## src/hw/rtl/dhcp_tlv_pkg.sv

```systemverilog
// Package: types, constants and helpers shared by the DHCP options TLV parser.
`default_nettype none

package dhcp_tlv_pkg;

  localparam int unsigned ByteW    = 8;
  localparam int unsigned LimitW   = 9;
  localparam int unsigned StatusW  = 2;
  localparam int unsigned IpW      = 32;
  localparam int unsigned OutDataW = 64;

  localparam logic [ByteW-1:0] OPT_PAD      = 8'h00;
  localparam logic [ByteW-1:0] OPT_END      = 8'hff;
  localparam logic [ByteW-1:0] OPT_HOSTNAME = 8'd12;
  localparam logic [ByteW-1:0] OPT_REQ_IP   = 8'd50;
  localparam logic [ByteW-1:0] OPT_MSG_TYPE = 8'd53;

  localparam logic [ByteW-1:0] LEN_MSG_TYPE = 8'd1;
  localparam logic [ByteW-1:0] LEN_REQ_IP   = 8'd4;

  localparam logic [LimitW-1:0] LIMIT_RESET = 9'd256;

  localparam logic [StatusW-1:0] ST_OK        = 2'd0;
  localparam logic [StatusW-1:0] ST_OVERRUN   = 2'd1;
  localparam logic [StatusW-1:0] ST_HOST_LONG = 2'd2;

  localparam logic [ByteW-1:0] MT_DISCOVER = 8'd1;
  localparam logic [ByteW-1:0] MT_REQUEST  = 8'd3;
  localparam logic [ByteW-1:0] MT_DECLINE  = 8'd4;
  localparam logic [ByteW-1:0] MT_RELEASE  = 8'd7;
  localparam logic [ByteW-1:0] MT_INFORM   = 8'd8;

  typedef enum logic [1:0] {
    PH_TYPE,
    PH_LEN,
    PH_VALUE,
    PH_DONE
  } phase_t;

  typedef struct packed {
    logic               host_byte_valid;
    logic [ByteW-1:0]   host_byte;
    logic               final_res;
    logic [StatusW-1:0] status;
    logic               msg_type_valid;
    logic [ByteW-1:0]   msg_type;
    logic               is_client_request;
    logic [IpW-1:0]     req_ip_value;
    logic [ByteW-1:0]   hostname_len;
    logic               has_end;
  } result_t;

  function automatic logic is_client_type(input logic [ByteW-1:0] t);
    return (t == MT_DISCOVER) || (t == MT_REQUEST) || (t == MT_DECLINE) ||
           (t == MT_RELEASE) || (t == MT_INFORM);
  endfunction

endpackage

`default_nettype wire

```

## src/hw/rtl/dhcp_option_tlv_parser_top.sv

```systemverilog
// Top level: DHCP options area TLV parser with stream ports and limit register.
//
// Input stream: one options-area byte per transfer on in_tdata, in_tlast on
// the final byte, in_tuser set for a transfer that marks an empty area.
// Output stream: exactly one result transfer per input transfer. out_tuser
// flags a hostname byte in out_tdata; out_tlast marks the result of the
// final byte, which carries status, message type, requested IP, hostname
// length and end flag (all zero on other results).
// The result is registered and appears in the cycle after its input; one
// byte is taken every cycle unless the receiver stalls. The walker state
// and a single result register set the rate. On a stall the register holds
// its content and in_tready drops until it transfers; no result is lost.
// cfg_data sets hostname_limit; cfg_ready is always high. Write it only
// while no area is in flight.
// Reset clears the walker, empties the result register and sets
// hostname_limit to 256.
`default_nettype none

module dhcp_option_tlv_parser_top (
  input  wire logic        clk,
  input  wire logic        rst_n,
  input  wire logic        in_tvalid,
  output logic             in_tready,
  input  wire logic [7:0]  in_tdata,   // [7:0] data_byte
  input  wire logic        in_tlast,   // is_last
  input  wire logic        in_tuser,   // is_empty
  output logic             out_tvalid,
  input  wire logic        out_tready,
  // [7:0] host_byte, [9:8] status, [10] msg_type_valid, [18:11] msg_type,
  // [19] is_client_request, [51:20] req_ip_value, [59:52] hostname_len,
  // [60] has_end, [63:61] zero
  output logic [63:0]      out_tdata,
  output logic             out_tlast,  // final_res
  output logic             out_tuser,  // host_byte_valid
  input  wire logic        cfg_valid,
  output logic             cfg_ready,
  input  wire logic [8:0]  cfg_data    // hostname_limit
);
  import dhcp_tlv_pkg::*;

  logic [LimitW-1:0] limit_r;
  logic              accept;
  logic              can_load;
  result_t           step_result;
  result_t           held;

  assign cfg_ready = 1'b1;

  always_ff @(posedge clk) begin
    if (!rst_n) begin
      limit_r <= LIMIT_RESET;
    end else if (cfg_valid && cfg_ready) begin
      limit_r <= cfg_data;
    end
  end

  assign in_tready = can_load;
  assign accept    = in_tvalid && can_load;

  dhcp_tlv_walker u_walker (
    .clk            (clk),
    .rst_n          (rst_n),
    .step           (accept),
    .data_byte      (in_tdata),
    .is_last        (in_tlast),
    .is_empty       (in_tuser),
    .hostname_limit (limit_r),
    .result         (step_result)
  );

  dhcp_tlv_out_reg u_out_reg (
    .clk        (clk),
    .rst_n      (rst_n),
    .load       (accept),
    .result     (step_result),
    .can_load   (can_load),
    .out_valid  (out_tvalid),
    .out_ready  (out_tready),
    .out_result (held)
  );

  assign out_tuser = held.host_byte_valid;
  assign out_tlast = held.final_res;
  assign out_tdata = {3'b000, held.has_end, held.hostname_len, held.req_ip_value,
                      held.is_client_request, held.msg_type, held.msg_type_valid,
                      held.status, held.host_byte};

endmodule

`default_nettype wire

```

## src/hw/rtl/dhcp_tlv_walker.sv

```systemverilog
// Option walker: parse state, per-byte update and result formation.
`default_nettype none

module dhcp_tlv_walker (
  input  wire logic                          clk,
  input  wire logic                          rst_n,
  input  wire logic                          step,
  input  wire logic [dhcp_tlv_pkg::ByteW-1:0]  data_byte,
  input  wire logic                          is_last,
  input  wire logic                          is_empty,
  input  wire logic [dhcp_tlv_pkg::LimitW-1:0] hostname_limit,
  output dhcp_tlv_pkg::result_t              result
);
  import dhcp_tlv_pkg::*;

  phase_t             phase_r, phase_nxt;
  logic [ByteW-1:0]   cur_opt_r, cur_opt_nxt;
  logic [ByteW-1:0]   bytes_left_r, bytes_left_nxt;
  logic [ByteW-1:0]   opt_len_r, opt_len_nxt;
  logic               host_reject_r, host_reject_nxt;
  logic               type_seen_r, type_seen_nxt;
  logic [ByteW-1:0]   type_value_r, type_value_nxt;
  logic [IpW-1:0]     ip_value_r, ip_value_nxt;
  logic [IpW-1:0]     ip_build_r, ip_build_nxt;
  logic [ByteW-1:0]   host_len_r, host_len_nxt;
  logic [StatusW-1:0] err_r, err_nxt;
  logic               end_seen_r, end_seen_nxt;
  logic               complete;
  logic               finish;

  always_comb begin
    phase_nxt       = phase_r;
    cur_opt_nxt     = cur_opt_r;
    bytes_left_nxt  = bytes_left_r;
    opt_len_nxt     = opt_len_r;
    host_reject_nxt = host_reject_r;
    type_seen_nxt   = type_seen_r;
    type_value_nxt  = type_value_r;
    ip_value_nxt    = ip_value_r;
    ip_build_nxt    = ip_build_r;
    host_len_nxt    = host_len_r;
    err_nxt         = err_r;
    end_seen_nxt    = end_seen_r;
    complete        = 1'b0;
    finish          = is_empty || is_last;

    result = '0;

    if (!is_empty) begin
      case (phase_r)
        PH_TYPE: begin
          if (data_byte == OPT_END) begin
            end_seen_nxt = 1'b1;
            phase_nxt    = PH_DONE;
          end else if (data_byte != OPT_PAD) begin
            cur_opt_nxt = data_byte;
            phase_nxt   = PH_LEN;
          end
        end
        PH_LEN: begin
          opt_len_nxt     = data_byte;
          bytes_left_nxt  = data_byte;
          ip_build_nxt    = '0;
          host_reject_nxt = (cur_opt_r == OPT_HOSTNAME) &&
                            !({1'b0, data_byte} < hostname_limit);
          if (data_byte == '0) begin
            complete = 1'b1;
          end else begin
            phase_nxt = PH_VALUE;
          end
        end
        PH_VALUE: begin
          ip_build_nxt = {ip_build_r[IpW-ByteW-1:0], data_byte};
          if ((cur_opt_r == OPT_HOSTNAME) && !host_reject_r) begin
            result.host_byte_valid = 1'b1;
            result.host_byte       = data_byte;
          end
          bytes_left_nxt = bytes_left_r - 8'd1;
          if (bytes_left_nxt == '0) begin
            complete = 1'b1;
          end
        end
        default: begin
        end
      endcase
    end

    if (complete) begin
      phase_nxt = PH_TYPE;
      if ((cur_opt_r == OPT_MSG_TYPE) && (opt_len_nxt == LEN_MSG_TYPE)) begin
        type_seen_nxt  = 1'b1;
        type_value_nxt = ip_build_nxt[ByteW-1:0];
      end
      if (cur_opt_r == OPT_HOSTNAME) begin
        if (host_reject_nxt) begin
          err_nxt   = ST_HOST_LONG;
          phase_nxt = PH_DONE;
        end else begin
          host_len_nxt = opt_len_nxt;
        end
      end
      if ((cur_opt_r == OPT_REQ_IP) && (opt_len_nxt == LEN_REQ_IP)) begin
        ip_value_nxt = ip_build_nxt;
      end
    end

    if (finish) begin
      if ((phase_nxt == PH_VALUE) && (err_nxt == ST_OK)) begin
        err_nxt = ST_OVERRUN;
      end
      result.final_res         = 1'b1;
      result.status            = err_nxt;
      result.msg_type_valid    = type_seen_nxt;
      result.msg_type          = type_seen_nxt ? type_value_nxt : '0;
      result.is_client_request = type_seen_nxt && is_client_type(type_value_nxt);
      result.req_ip_value      = ip_value_nxt;
      result.hostname_len      = host_len_nxt;
      result.has_end           = end_seen_nxt;
    end
  end

  always_ff @(posedge clk) begin
    if (!rst_n || (step && finish)) begin
      phase_r       <= PH_TYPE;
      cur_opt_r     <= '0;
      bytes_left_r  <= '0;
      opt_len_r     <= '0;
      host_reject_r <= 1'b0;
      type_seen_r   <= 1'b0;
      type_value_r  <= '0;
      ip_value_r    <= '0;
      ip_build_r    <= '0;
      host_len_r    <= '0;
      err_r         <= ST_OK;
      end_seen_r    <= 1'b0;
    end else if (step) begin
      phase_r       <= phase_nxt;
      cur_opt_r     <= cur_opt_nxt;
      bytes_left_r  <= bytes_left_nxt;
      opt_len_r     <= opt_len_nxt;
      host_reject_r <= host_reject_nxt;
      type_seen_r   <= type_seen_nxt;
      type_value_r  <= type_value_nxt;
      ip_value_r    <= ip_value_nxt;
      ip_build_r    <= ip_build_nxt;
      host_len_r    <= host_len_nxt;
      err_r         <= err_nxt;
      end_seen_r    <= end_seen_nxt;
    end
  end

endmodule

`default_nettype wire

```

## src/hw/rtl/dhcp_tlv_out_reg.sv

```systemverilog
// Result register: holds one result until the downstream transfer completes.
`default_nettype none

module dhcp_tlv_out_reg (
  input  wire logic                  clk,
  input  wire logic                  rst_n,
  input  wire logic                  load,
  input  wire dhcp_tlv_pkg::result_t result,
  output logic                       can_load,
  output logic                       out_valid,
  input  wire logic                  out_ready,
  output dhcp_tlv_pkg::result_t      out_result
);
  import dhcp_tlv_pkg::*;

  logic    valid_r, valid_nxt;
  result_t data_r;

  assign can_load = !valid_r || out_ready;

  always_comb begin
    valid_nxt = valid_r;
    if (load) begin
      valid_nxt = 1'b1;
    end else if (out_ready) begin
      valid_nxt = 1'b0;
    end
  end

  always_ff @(posedge clk) begin
    if (!rst_n) begin
      valid_r <= 1'b0;
    end else begin
      valid_r <= valid_nxt;
    end
  end

  always_ff @(posedge clk) begin
    if (load) begin
      data_r <= result;
    end
  end

  assign out_valid  = valid_r;
  assign out_result = data_r;

endmodule

`default_nettype wire
```

## config.mk

```make
export PLATFORM = sky130hd
export DESIGN_NAME = dhcp_option_tlv_parser_top
export DESIGN_NICKNAME = d
export VERILOG_FILES = /design/src/hw/rtl/dhcp_tlv_pkg.sv /design/src/hw/rtl/dhcp_option_tlv_parser_top.sv /design/src/hw/rtl/dhcp_tlv_walker.sv /design/src/hw/rtl/dhcp_tlv_out_reg.sv
export SDC_FILE = /design/constraint.sdc
export NUM_CORES = 1
export LEC_CHECK = 0
export ABC_AREA = 1
export BUFFER_PORTS_ARGS = -buffer_cell sky130_fd_sc_hd__clkbuf_2
export CORE_ASPECT_RATIO = 1.5
export CORE_MARGIN = 1.5
export CORE_UTILIZATION = 44
export DETAILED_ROUTE_END_ITERATION = 8
export HOLD_SLACK_MARGIN = 0.05
export MAX_ROUTING_LAYER = met4
export PLACE_DENSITY = 0.67
export REMOVE_ABC_BUFFERS = 1
export SLEW_MARGIN = 20
export SYNTH_ARGS = -nofsm -noshare
export SYNTH_HDL_FRONTEND = slang
export SYNTH_SLANG_ARGS = --single-unit
```

## constraint.sdc

```tcl
create_clock -name clk -period 6.95 [get_ports clk]
set_input_delay 1.0425 -clock clk [delete_from_list [all_inputs] [get_ports clk]]
set_output_delay 1.0425 -clock clk [all_outputs]
set_load 0.1 [all_outputs]
```

======== Word level (Yosys, flattened, before mapping) ========
Cells that the tools add are included.
storage, ports and cells
  bits of input ports ..................... 24
  output and inout port bits .............. 69
  logic and storage cells ................. 116
  bits in registers ....................... 184
cells by class
  eq/ne operators ......................... 14
  $add $sub $neg .......................... 1
  bitwise gates (word level) .............. 4
  magnitude comparators ................... 1
  reduce and logical (&&, ||, !) cells .... 31
  multiplexer cells ....................... 41
operator list
  operator             count
  $mux 32              3
  $mux 8               8
  $pmux 32 s2          1
  $mux 54              1
  $eq 8x3->1 const B   3
  $mux 2               12
  $eq 8x1->1 const B   2
  $eq 8x4->1 const B   2
  $eq 8x6->1 const B   2
  $logic_not 8->1      2
  $pmux 8 s2           1
  $mux 1               12
  $lt 8x9->1           1
  $mux 9               1
  $eq 8x2->1 const B   1
  $eq 8x8->1 const B   1
  $logic_and 1x1->1    8
  $reduce_bool 8->1    1
  $sub 8x1->8 const B  1
  $logic_or 1x1->1     7
  $reduce_and 5->1     1
  $eq 2x2->1 const B   2
  $logic_not 1->1      4
  $logic_not 2->1      2
  other kinds (9)      13

======== Depth between registers and ports, before layout ========
Gate-level depths: netlist (run 1).
  word-level depth ........................ 14
  gate-level depth with buffers ........... 19
  mapped depth without buffers ............ 19

======== Modules after synthesis ========
From an unflattened synthesis (run 1), not the netlist that was laid out.
second synthesis, totals
  cell total of the unflattened synthesis .. 1114
  area total of the unflattened synthesis .. 8979.9 um^2
by module, submodules not included
  module                      times used  area each (um^2)  cells each  sequential area each (um^2)
  dhcp_tlv_walker             1           6613.8            981         2222.1
  dhcp_tlv_out_reg            1           1938.1            69          1911.8
  dhcp_option_tlv_parser_top  1           427.9             64          180.2

======== Least setup slack after synthesis (run 1) ========
Ideal clock, no wire load.
  path type ............................... input to register
  start ................................... in out_tready
  end ..................................... reg u_out_reg.data_r (netlist bit u_out_reg.out_result[0]), enable pin
  path buffers ............................ 2
  stages .................................. 6
  setup slack ............................. 2.114 ns
  arrival ................................. 4.384 ns
  setup time .............................. 0.452 ns
  data required time ...................... 6.498 ns
  path through ............................ inv_1 > nand2_1 > nand2_1 > clkinv_1 > clkbuf_1 > clkbuf_1
on the way
  longest elaborated chain between the ends .. 2
ends and longest elaborated chain
  what                    line                              text
  start: declaration      dhcp_option_tlv_parser_top.sv:28  input wire logic out_tready,
  $logic_or 1x1->1        dhcp_tlv_out_reg.sv:19            assign can_load = !valid_r || out_ready;
  named net in_tready     dhcp_option_tlv_parser_top.sv:23  output logic in_tready,
  $logic_and 1x1->1       dhcp_option_tlv_parser_top.sv:58  assign accept = in_tvalid && can_load;
  named net accept        dhcp_option_tlv_parser_top.sv:42  logic accept;
  end signal: assignment  dhcp_tlv_out_reg.sv:40            data_r <= result;
  end: declaration        dhcp_tlv_out_reg.sv:17            result_t data_r;
The timed path passes the listed nets, and every way through them passes these cells.
A chain may end at the register's enable or synchronous reset.

======== Worst setup path after layout (run 1) ========
  start ................................... reg u_walker.phase_r[1]
  end ..................................... reg u_walker.ip_value_r[7]
on the way
  longest elaborated chain between the ends .. 7
  elaborated cells on any way between the ends .. 12
  classes of those cells .................. eq/ne (3); mux (8); reduce/logical (1)
ends and longest elaborated chain
  what                      line                    text
  start: declaration        dhcp_tlv_walker.sv:16   phase_t phase_r, phase_nxt;
  start signal: assignment  dhcp_tlv_walker.sv:137  phase_r <= phase_nxt;
  $eq 2x1->1                dhcp_tlv_walker.sv:50   case (phase_r)
  $mux 8                    dhcp_tlv_walker.sv:50
  $mux 8                    dhcp_tlv_walker.sv:49   if (!is_empty) begin
  $eq 8x3->1                dhcp_tlv_walker.sv:102  if ((cur_opt_r == OPT_REQ_IP) && (opt_len_nxt == LEN_REQ_IP)) begin
  $logic_and 1x1->1         dhcp_tlv_walker.sv:102
  $mux 32                   dhcp_tlv_walker.sv:102
  $mux 32 (*)               dhcp_tlv_walker.sv:88   if (complete) begin
  end signal: assignment    dhcp_tlv_walker.sv:144  ip_value_r <= ip_value_nxt;
  end: declaration          dhcp_tlv_walker.sv:23   logic [IpW-1:0] ip_value_r, ip_value_nxt;
Every way passes the cells marked *; elsewhere a longest branch is shown, timed or not.

==> results of run 1 <==
==> Yosys cell counts <==
cell,instances
o21ai_2,9
edfxtp_1,63
ha_1,12
nand2_2,1
nand3_2,1
conb_1,2
clkbuf_1,44
nand3b_1,1
inv_1,194
nand3_1,56
nor3_1,2
nand4_1,16
buf_4,5
a21oi_1,131
o211ai_1,9
buf_1,3
o21ai_0,103
nor3b_2,1
a221oi_1,5
nor3b_1,1
o21ai_1,19
nor3_4,1
nand2_8,1
nor4_1,5
a211oi_1,16
nor2_4,1
buf_2,9
nand2_1,286
a21oi_4,1
a31oi_1,2
xor2_1,1
dfxtp_1,121
nor2_1,87
clkinv_1,2
buf_6,4
nor2_2,2
inv_2,5
==> power groups by stage <==
| stage | logic, W | clock network, W | registers, W |
|---|---|---|---|
| after detailed placement | 0.000428 | 0 | 0.00121 |
| final | 0.000428 | 0.00108 | 0.00119 |
| after CTS | 0.000430 | 0.00110 | 0.00119 |
| after floorplan | 0.000179 | 0 | 0.00137 |
| after global placement | 0.000425 | 0 | 0.00121 |
| after global routing | 0.000466 | 0.00114 | 0.00119 |
==> sequential cells by signal, summed over array words and instances, names as in the netlist, 8 cells and up <==
name                   flops
u_walker.opt_len_r         8
u_walker.cur_opt_r         8
limit_r                    9
u_out_reg.out_result      63
u_walker.bytes_left_r      8
u_walker.host_len_r        8
u_walker.ip_value_r       32
u_walker.type_value_r      8
u_walker.ip_build_r       32
==> metal layers <==
layer | vias up | track usage (%) | routed length (um)
met5 | - | - | 0
met4 | 0 | 9.71 | 645
met3 | 40 | 3.37 | 766
met2 | 181 | 38.8 | 11500
met1 | 3597 | 24.9 | 9120
li1 | 4057 | - | -
==> worst max-delay path, cell delays in order, from the launching register on <==
cell and delay (ns):
dfxtp_1 0.43, ha_2 0.20, buf_4 0.40, nand3_1 0.18
nor2_1 0.13, nand2_1 0.06, nor2_1 0.08, nand2_1 0.09
nand2_2 0.12, nand2_1 0.06, buf_4 0.27, inv_1 0.44
nand2_1 0.34, inv_1 0.30, nand2_1 0.11, nand3_1 0.10
o211ai_1 0.09, inv_1 0.09
==> per-stage QoR <==
| step | cells | total power, W |
|---|---|---|
| 3_3_place_gp | 1524 | 0.00164 |
| 2_1_floorplan | 1159 | 0.00155 |
| 4_1_cts | 1556 | 0.00272 |
| 5_1_grt | 1556 | 0.00280 |
| 6_report | 1556 | 0.00269 |
| 3_5_place_dp | 1524 | 0.00164 |
==> final cells by class <==
class / count / area share [%]
clock buffers: 19 / 4.29
clock inverters: 13 / 2.08
inverters: 201 / 7.33
multi-input cells: 774 / 36.1
flip-flops and latches: 184 / 41.8
well taps: 264 / 3.20
repair buffers: 101 / 5.21
==> how the worst max path moves through the flow <==
stage,start,endpoint,slack [ns],cells after the start
after floorplan,u_out_reg.out_valid$_SDFFE_PN0P_,u_walker.opt_len_r[0]$_SDFFE_PP0P_,-0.75,8
after global placement,in_tdata[6],u_walker.ip_value_r[3]$_SDFFE_PP0P_,3.25,15
after detailed placement,in_tdata[4],u_walker.ip_value_r[7]$_SDFFE_PP0P_,3.11,15
after CTS,u_walker.phase_r[0]$_SDFFE_PP0P_,u_walker.ip_value_r[7]$_SDFFE_PP0P_,3.33,18
after global routing,u_walker.phase_r[0]$_SDFFE_PP0P_,u_walker.ip_value_r[7]$_SDFFE_PP0P_,2.96,18
final,u_walker.phase_r[1]$_SDFFE_PP0P_,u_walker.ip_value_r[7]$_SDFFE_PP0P_,3.38,17
==> logic make-up after synthesis <==
kind of cell	after synthesis	synth area share (%)
AND/OR/NAND/NOR	462	21.2
AO/OA/AOI/OAI	295	17.7
buffers and inverters	266	11.7
flip-flops	184	47.6
adder cells (fa/ha/maj)	12	1.66
other	2	0.0828
XOR/XNOR	1	0.0966
==> impl_metrics.ini, run 1 <==
[outcome]
status = complete, no violations

[critical_path]
cp.required_ns = 7.33
crit_type = reg2reg
critPathLaunchType = register
reg2reg_depth = 17
rr_endpoint = u_walker.ip_value_r[7]$_SDFFE_PP0P_
crit_fanout = 41
r2r_setup_slack_ns = 3.38
end_kind = register
reg2reg_from = u_walker.phase_r[1]$_SDFFE_PP0P_
crit_arrival_ns = 3.95

[clock_tree]
cts_hold_buf = 0
cts_buffers = 17
cts_setup_buffers = 0
cts_tree = yes
cts_sinks = 184
cts_resized = 0
cts_buffer_depth = 2
clk_latency_ns = 0.44
cts-root-buf = clkbuf_16
htree_levels = 4
clk_pin_slew_worst_paths_ns = 0.07

[timing]
slew_violations = 0
final.setup.worst_slack_ns = 3.38
worstMarginPinSlew_ns = 0.903
min_period_over_period_pct = 51.4
whs_ns = 0.449
finalHoldViolCount = 0
grt_setup_unrepaired = false
fmax_ghz = 0.280
setup_viol = 0
relSlewSlack_pct = 39.8
post-route-min-period_ns = 3.57
fin_skew_ns = 0.00992
finalSetupTns_ns = 0

[detailed_routing]
post_drt_wl_per_cell_um = 14.1
viasPerCell = 5.06
via_count = 7875
drc = 0
drt_iter0_markers = 564
drt_wl_total_mm = 22.0
drtPass1Iterations = 5
ant_nets = 0

[placement]
placed_cell_area_sq_mm = 0.00967
port_buffers = 88
dp_slack_ns = 3.11
dp_hpwl_mm = 14.8
gp_congestion = 0.908

[synthesis]
synth.distinct_cells = 37
synth_area_per_cell_sq_um = 7.42
syn-instance-count = 1222
ys_seq_elements = 184
ys_warn_count = 0
synth_top_area_share_pct = 26.7
ys_seq_area_share_pct = 47.6
synth_top_area_cell = dfxtp_1
synth_area_sq_mm = 0.00907
ys_top_cells_by_area = dfxtp_1, edfxtp_1, nand2_1

[final_layout]
n_antenna_cell = 0
nNetsFinal = 1315
layout_common_cells = nand2_1, inv_1, a21oi_1
multi_input_area_sq_mm = 0.00373
layout_commonest_cell = nand2_1
finish.utilization_pct = 50.8
finalInstanceArea_sq_mm = 0.0103
final_layout_size_suffix_gt1_share_pct = 12.3
syn_to_final_growth_pct = 13.8
final-seq-area_sq_mm = 0.00431
final.fill_count = 2031

[worst_hold_path]
min_to = u_walker.err_r[0]$_SDFFE_PP0P_
hp-start = u_walker.err_r[0]$_SDFFE_PP0P_
hold_class = reg2reg
whs_path_depth = 2

[floorplanning]
fp-row-count = 64
dieArea_sq_mm = 0.0215
num_io_pins = 93
core_sq_mm = 0.0203
die_h_um = 179
initial_utilization_pct = 44.6
die_w_um = 120

[grt]
track_usage_pct = 22.1
grt_pass1_wl_mm = 36.6
grt_pass1_vias = 7609
grt-ovfl-total = 0
grt_max_degree = 78
antenna_found_initial = 0

[power_and_ir_drop]
p_per_area_mw_per_mm2 = 261
p_int_w = 0.00190
swShare_pct = 29.4
p_leak_nw = 4.64
power_frac_comb_pct = 15.9
switching_power_w = 0.000791
clockPowerShare_pct = 40.0
sequentialPowerShare_pct = 44.1
vdd_ir_drop_max_mv = 0.133

[run]
maxCapViolCount = 0
Power figures use the tool's default switching activity.
==> run 2: changes to the inputs <==
PLACE_DENSITY = 0.7   (was 0.67)
clock period = 3.2 ns   (was 6.95 ns; I/O delays follow)
==> run 2 against run 1 <==
  * Setup slack got worse by 3.0 ns
  * Combinational power is 120% higher
  * Critical path depth fell by 4
  * Sequential power is 120% higher
  * Final cell count rose by 0.58%
  * Clock power grew 97%
  * Maximum frequency up 27%
  * Global-route usage decreased by 0.93 points
  * Die area unchanged
  * Clock skew is essentially flat
==> impl_metrics.ini, run 2 (same netlist as run 1, synthesis figures left out) <==
[critical_path]
r2r_setup_slack_ns = 0.38
crit_fanout = 19
end_kind = register
rr_endpoint = u_out_reg.out_result[11]$_SDFFCE_PN0P_
reg2reg_from = u_walker.phase_r[1]$_SDFFE_PP0P_
reg2reg_depth = 13
cp.required_ns = 3.47
crit_type = reg2reg
critPathLaunchType = register
crit_arrival_ns = 3.09

[worst_hold_path]
hold_class = in2reg
whs_path_depth = 3
min_to = limit_r[8]$_SDFFE_PN1P_
hp-start = cfg_data[8]

[power_and_ir_drop]
sequentialPowerShare_pct = 45.7
vdd_ir_drop_max_mv = 0.344
swShare_pct = 31.1
switching_power_w = 0.00176
p_leak_nw = 4.65
p_int_w = 0.00389
power_frac_comb_pct = 16.6
p_per_area_mw_per_mm2 = 547
clockPowerShare_pct = 37.7

[timing]
min_period_over_period_pct = 88.1
fmax_ghz = 0.355
relSlewSlack_pct = 49.4
slew_violations = 0
finalSetupTns_ns = 0
post-route-min-period_ns = 2.82
fin_skew_ns = 0.00974
worstMarginPinSlew_ns = 0.759
finalHoldViolCount = 0
setup_viol = 0
grt_setup_unrepaired = false

[outcome]
status = complete, no violations

[final_layout]
n_antenna_cell = 0
largest_register_ffs = 63
layout_common_cells = nand2_1, inv_1, a21oi_1
syn_to_final_growth_pct = 13.9
layout_commonest_cell = nand2_1
final.fill_count = 1998
finalNonFillerCells = 1565
final_layout_size_suffix_gt1_share_pct = 12.8
nNetsFinal = 1324

[clock_tree]
cts_tree = yes
cts_buffers = 17
cts_hold_buf = 0
cts_resized = 0
clk_pin_slew_worst_paths_ns = 0.07
cts_sinks = 184
cts_setup_buffers = 0
cts-root-buf = clkbuf_16
clk_latency_ns = 0.44
htree_levels = 4
cts_buffer_depth = 2

[detailed_routing]
drt_wl_total_mm = 21.6
drc = 0
viasPerCell = 5.09
drtPass1Iterations = 5
ant_nets = 0
via_count = 7962
drt_iter0_markers = 552
post_drt_wl_per_cell_um = 13.8

[grt]
grt_pass1_vias = 7315
grt_pass1_wl_mm = 34.9
antenna_found_initial = 0
track_usage_pct = 21.1
grt-ovfl-total = 0
grt_max_degree = 71

[run]
maxCapViolCount = 0

[placement]
placed_cells = 1533
port_buffers = 88
dp_hpwl_mm = 14.7
gp_congestion = 0.922

[floorplanning]
die_h_um = 179
die_w_um = 120
core_sq_mm = 0.0203
fp-row-count = 64
dieArea_sq_mm = 0.0215
initial_utilization_pct = 44.6
num_io_pins = 93
==> run 2: metal layers <==
layer | vias to the layer above | GRT usage, % | part of all wire, %
li1 | 4092 | - | -
met1 | 3623 | 24.0 | 42
met2 | 207 | 36.9 | 52
met3 | 40 | 3.66 | 3.6
met4 | 0 | 8.92 | 2.9
met5 | - | - | 0
==> run 2: layout make-up <==
type                    instances  area (sq um)  area share [%]
clock inverters                14           160            1.55
multi-input cells             774          3720            36.0
flip-flops and latches        184          4310            41.8
inverters                     201           757            7.33
well taps                     264           330            3.20
clock buffers                  18           429            4.15
repair buffers                110           618            5.98
==> run 2: metrics by stage <==
stage               total power [W]  hold WS, ns  utilization, %  setup slack [ns]  cell area (sq um)
floorplan                   0.00336        0.424               -             -4.50               8770
global placement            0.00356        0.434            47.9             0.413               9740
detailed placement          0.00357        0.441            47.9             0.412               9740
CTS                         0.00569        0.230            50.8             0.386              10300
global route                0.00588        0.262            50.8            0.0934              10300
finish                      0.00565        0.247            50.8             0.382              10300
==> run 2: power by group through the flow <==
stage	Clock (W)	Sequential, W	Combinational (W)
floorplan	0	0.00298	0.000389
global placement	0	0.00263	0.000926
detailed placement	0	0.00263	0.000936
CTS	0.00217	0.00258	0.000938
global route	0.00227	0.00259	0.00101
finish	0.00213	0.00258	0.000937
==> run 2: worst max-delay path by stage <==
| stage | from | to | slack [ns] | cells after the start |
|---|---|---|---|---|
| after floorplan | u_out_reg.out_valid$_SDFFE_PN0P_ | u_walker.opt_len_r[0]$_SDFFE_PP0P_ | -4.50 | 8 |
| after global placement | u_walker.phase_r[1]$_SDFFE_PP0P_ | u_out_reg.out_result[44]$_SDFFCE_PN0P_ | 0.41 | 13 |
| final | u_walker.phase_r[1]$_SDFFE_PP0P_ | u_out_reg.out_result[11]$_SDFFCE_PN0P_ | 0.38 | 13 |
| after global routing | u_walker.bytes_left_r[0]$_SDFFE_PP0P_ | u_out_reg.out_result[5]$_SDFFCE_PN0P_ | 0.09 | 16 |
| after detailed placement | u_walker.phase_r[1]$_SDFFE_PP0P_ | u_out_reg.out_result[44]$_SDFFCE_PN0P_ | 0.41 | 13 |
| after CTS | u_walker.phase_r[1]$_SDFFE_PP0P_ | u_out_reg.out_result[44]$_SDFFCE_PN0P_ | 0.39 | 13 |
==> run 2: worst max-delay path, cell delays in order, from the launching register on <==
cell and delay, ns:
dfxtp_1 0.42, inv_1 0.11, ha_1 0.27, nand2_8 0.19, nand2_1 0.09, o21ai_2 0.13
inv_1 0.15, nor2_1 0.14, nand4_1 0.11, nor2_1 0.18, nand2_1 0.26, inv_1 0.28
nand2_1 0.12, a21oi_1 0.19
==> run 3: changes to the inputs <==
SETUP_SLACK_MARGIN = 0.5   (was unset)
==> run 3 against run 2 <==
  * Sequential share of layout area decreased by 0.92 points
  * Final cell count grew 0.77%
  * Routed wire length rose by 4.3%
  * Non-clock buffer count increased by 10
  * Setup slack better by 0.15 ns
  * Clock skew hardly changed
  * Maximum frequency rose by 5.8%
  * Flip-flop and latch count did not move
  * Design area increased by 2.3%
==> impl_metrics.ini, run 3 (same netlist as run 1, synthesis figures left out) <==
[detailed_routing]
post_drt_wl_per_cell_um = 14.3
drt_iter0_markers = 593
drtPass1Iterations = 5
ant_nets = 0
via_count = 8136
drc = 0
viasPerCell = 5.16
drt_wl_total_mm = 22.5

[final_layout]
final_layout_size_suffix_gt1_share_pct = 14.5
syn_to_final_growth_pct = 16.5
n_antenna_cell = 0
finish.utilization_pct = 52.0
largest_register_ffs = 63
nNetsFinal = 1336
layout_common_cells = nand2_1, inv_1, a21oi_1
finalNonFillerCells = 1577
layout_commonest_cell = nand2_1

[placement]
placed_cells = 1533
port_buffers = 88
dp_slack_ns = 0.412
dp_hpwl_mm = 14.7
gp_congestion = 0.922

[clock_tree]
cts-root-buf = clkbuf_16
clk_latency_ns = 0.44
cts_hold_buf = 0
clk_pin_slew_worst_paths_ns = 0.07
htree_levels = 4
cts_sinks = 184
cts_buffer_depth = 2
cts_tree = yes
cts_buffers = 17

[grt]
track_usage_pct = 21.2
grt_busiest_layer = met2
grt_pass1_wl_mm = 34.9
grtUsageMet2_pct = 36.8
grt_pass1_vias = 7319
grt_util_met3_pct = 3.66
antenna_found_initial = 0
grt_max_degree = 71
use_met1_pct = 24.0
grt-ovfl-total = 0

[timing]
final.setup.worst_slack_ns = 0.536
slew_violations = 0
post-route-min-period_ns = 2.66
setup_viol = 0
grt_setup_unrepaired = true
fin_skew_ns = 0.00976
finalHoldViolCount = 0
min_period_over_period_pct = 83.3
worstMarginPinSlew_ns = 0.755
relSlewSlack_pct = 49.7
fmax_ghz = 0.375

[power_and_ir_drop]
vdd_ir_drop_max_mv = 0.344
p_per_area_mw_per_mm2 = 536
p_leak_nw = 4.76
total_power_w = 0.00567

[outcome]
status = complete, no violations

[critical_path]
critPathLaunchType = register
crit_fanout = 4
crit_arrival_ns = 2.87
cp.required_ns = 3.40
end_kind = register
crit_type = reg2reg
r2r_setup_slack_ns = 0.54

[floorplanning]
dieArea_sq_mm = 0.0215
core_sq_mm = 0.0203
die_w_um = 120
num_io_pins = 93
die_h_um = 179
fp-row-count = 64
initial_utilization_pct = 44.6

[run]
maxCapViolCount = 0

[worst_hold_path]
hold_class = in2reg
[run 3: cell types whose count changed in the layout (fill, tap and decap cells not counted), sizes merged]
cell,previous run,this run
buf,22,30
clkbuf,106,108
clkinvlp,2,3
inv,208,207
nand2,288,289
nor2,90,91
[run 3: what timing repair did]
| action | in CTS | in global routing |
|---|---|---|
| setup endpoints to repair | 28 | 137 |
| hold endpoints to repair | 0 | 0 |
| resized for setup | 3 | 22 |
| gates cloned | 0 | 4 |
| setup buffers | 2 | 6 |
| pin swaps | 1 | 5 |
[run 3: layer usage]
metal / part of all wire, % / vias up
met1: 41 / 3721
met4: 3.1 / 0
met5: 0 / -
li1: - / 4120
met2: 51 / 245
met3: 4.5 / 50
[run 3: power breakdown]
part / leakage (nW) / switching [W] / total, W / internal (W)
Sequential: 1.62 / 0.0000498 / 0.00258 / 0.00253
Clock: 0.283 / 0.000953 / 0.00213 / 0.00117
Combinational: 2.85 / 0.000764 / 0.000961 / 0.000197
Total: 4.76 / 0.00177 / 0.00567 / 0.00390
[run 3: worst max-delay path, cell delays in order (launching register included)]
cell and delay, ns:
dfxtp_1 0.42, inv_1 0.11, ha_1 0.30, inv_1 0.16
nor2_2 0.11, o21ai_0 0.56, nand4_1 0.16, nand2_1 0.10
nand2_1 0.06, o21ai_1 0.16, inv_1 0.09, nand2_1 0.07
nand2_1 0.05, inv_1 0.04, nor2_1 0.03
[run 3: metrics by stage]
step / setup TNS, ns / hold WS (ns) / area [sq um]
after CTS: 0 / 0.230 / 10400
after global placement: 0 / 0.434 / 9740
after detailed placement: 0 / 0.441 / 9740
after floorplan: -686.38 / 0.424 / 8770
final: 0 / 0.247 / 10600
after global routing: 0 / 0.262 / 10600
[run 3: layout make-up]
type                            instances  area [sq um]
Inverter                              201           763
Fill cell                            1972          9770
Multi-Input combinational cell        776          3810
Tap cell                              264           330
Clock inverter                         14           160
Clock buffer                           18           429
Timing Repair Buffer                  120           757
Sequential cell                       184          4320
[run 3: worst paths after layout]
kind	start	end	cells after the start
max	u_walker.phase_r[0]$_SDFFE_PP0P_	u_out_reg.out_result[41]$_SDFFCE_PN0P_	14
min	cfg_data[8]	limit_r[8]$_SDFFE_PN1P_	3
max reg2reg	u_walker.phase_r[0]$_SDFFE_PP0P_	u_out_reg.out_result[41]$_SDFFCE_PN0P_	14
min reg2reg	u_walker.err_r[0]$_SDFFE_PP0P_	u_walker.err_r[0]$_SDFFE_PP0P_	2
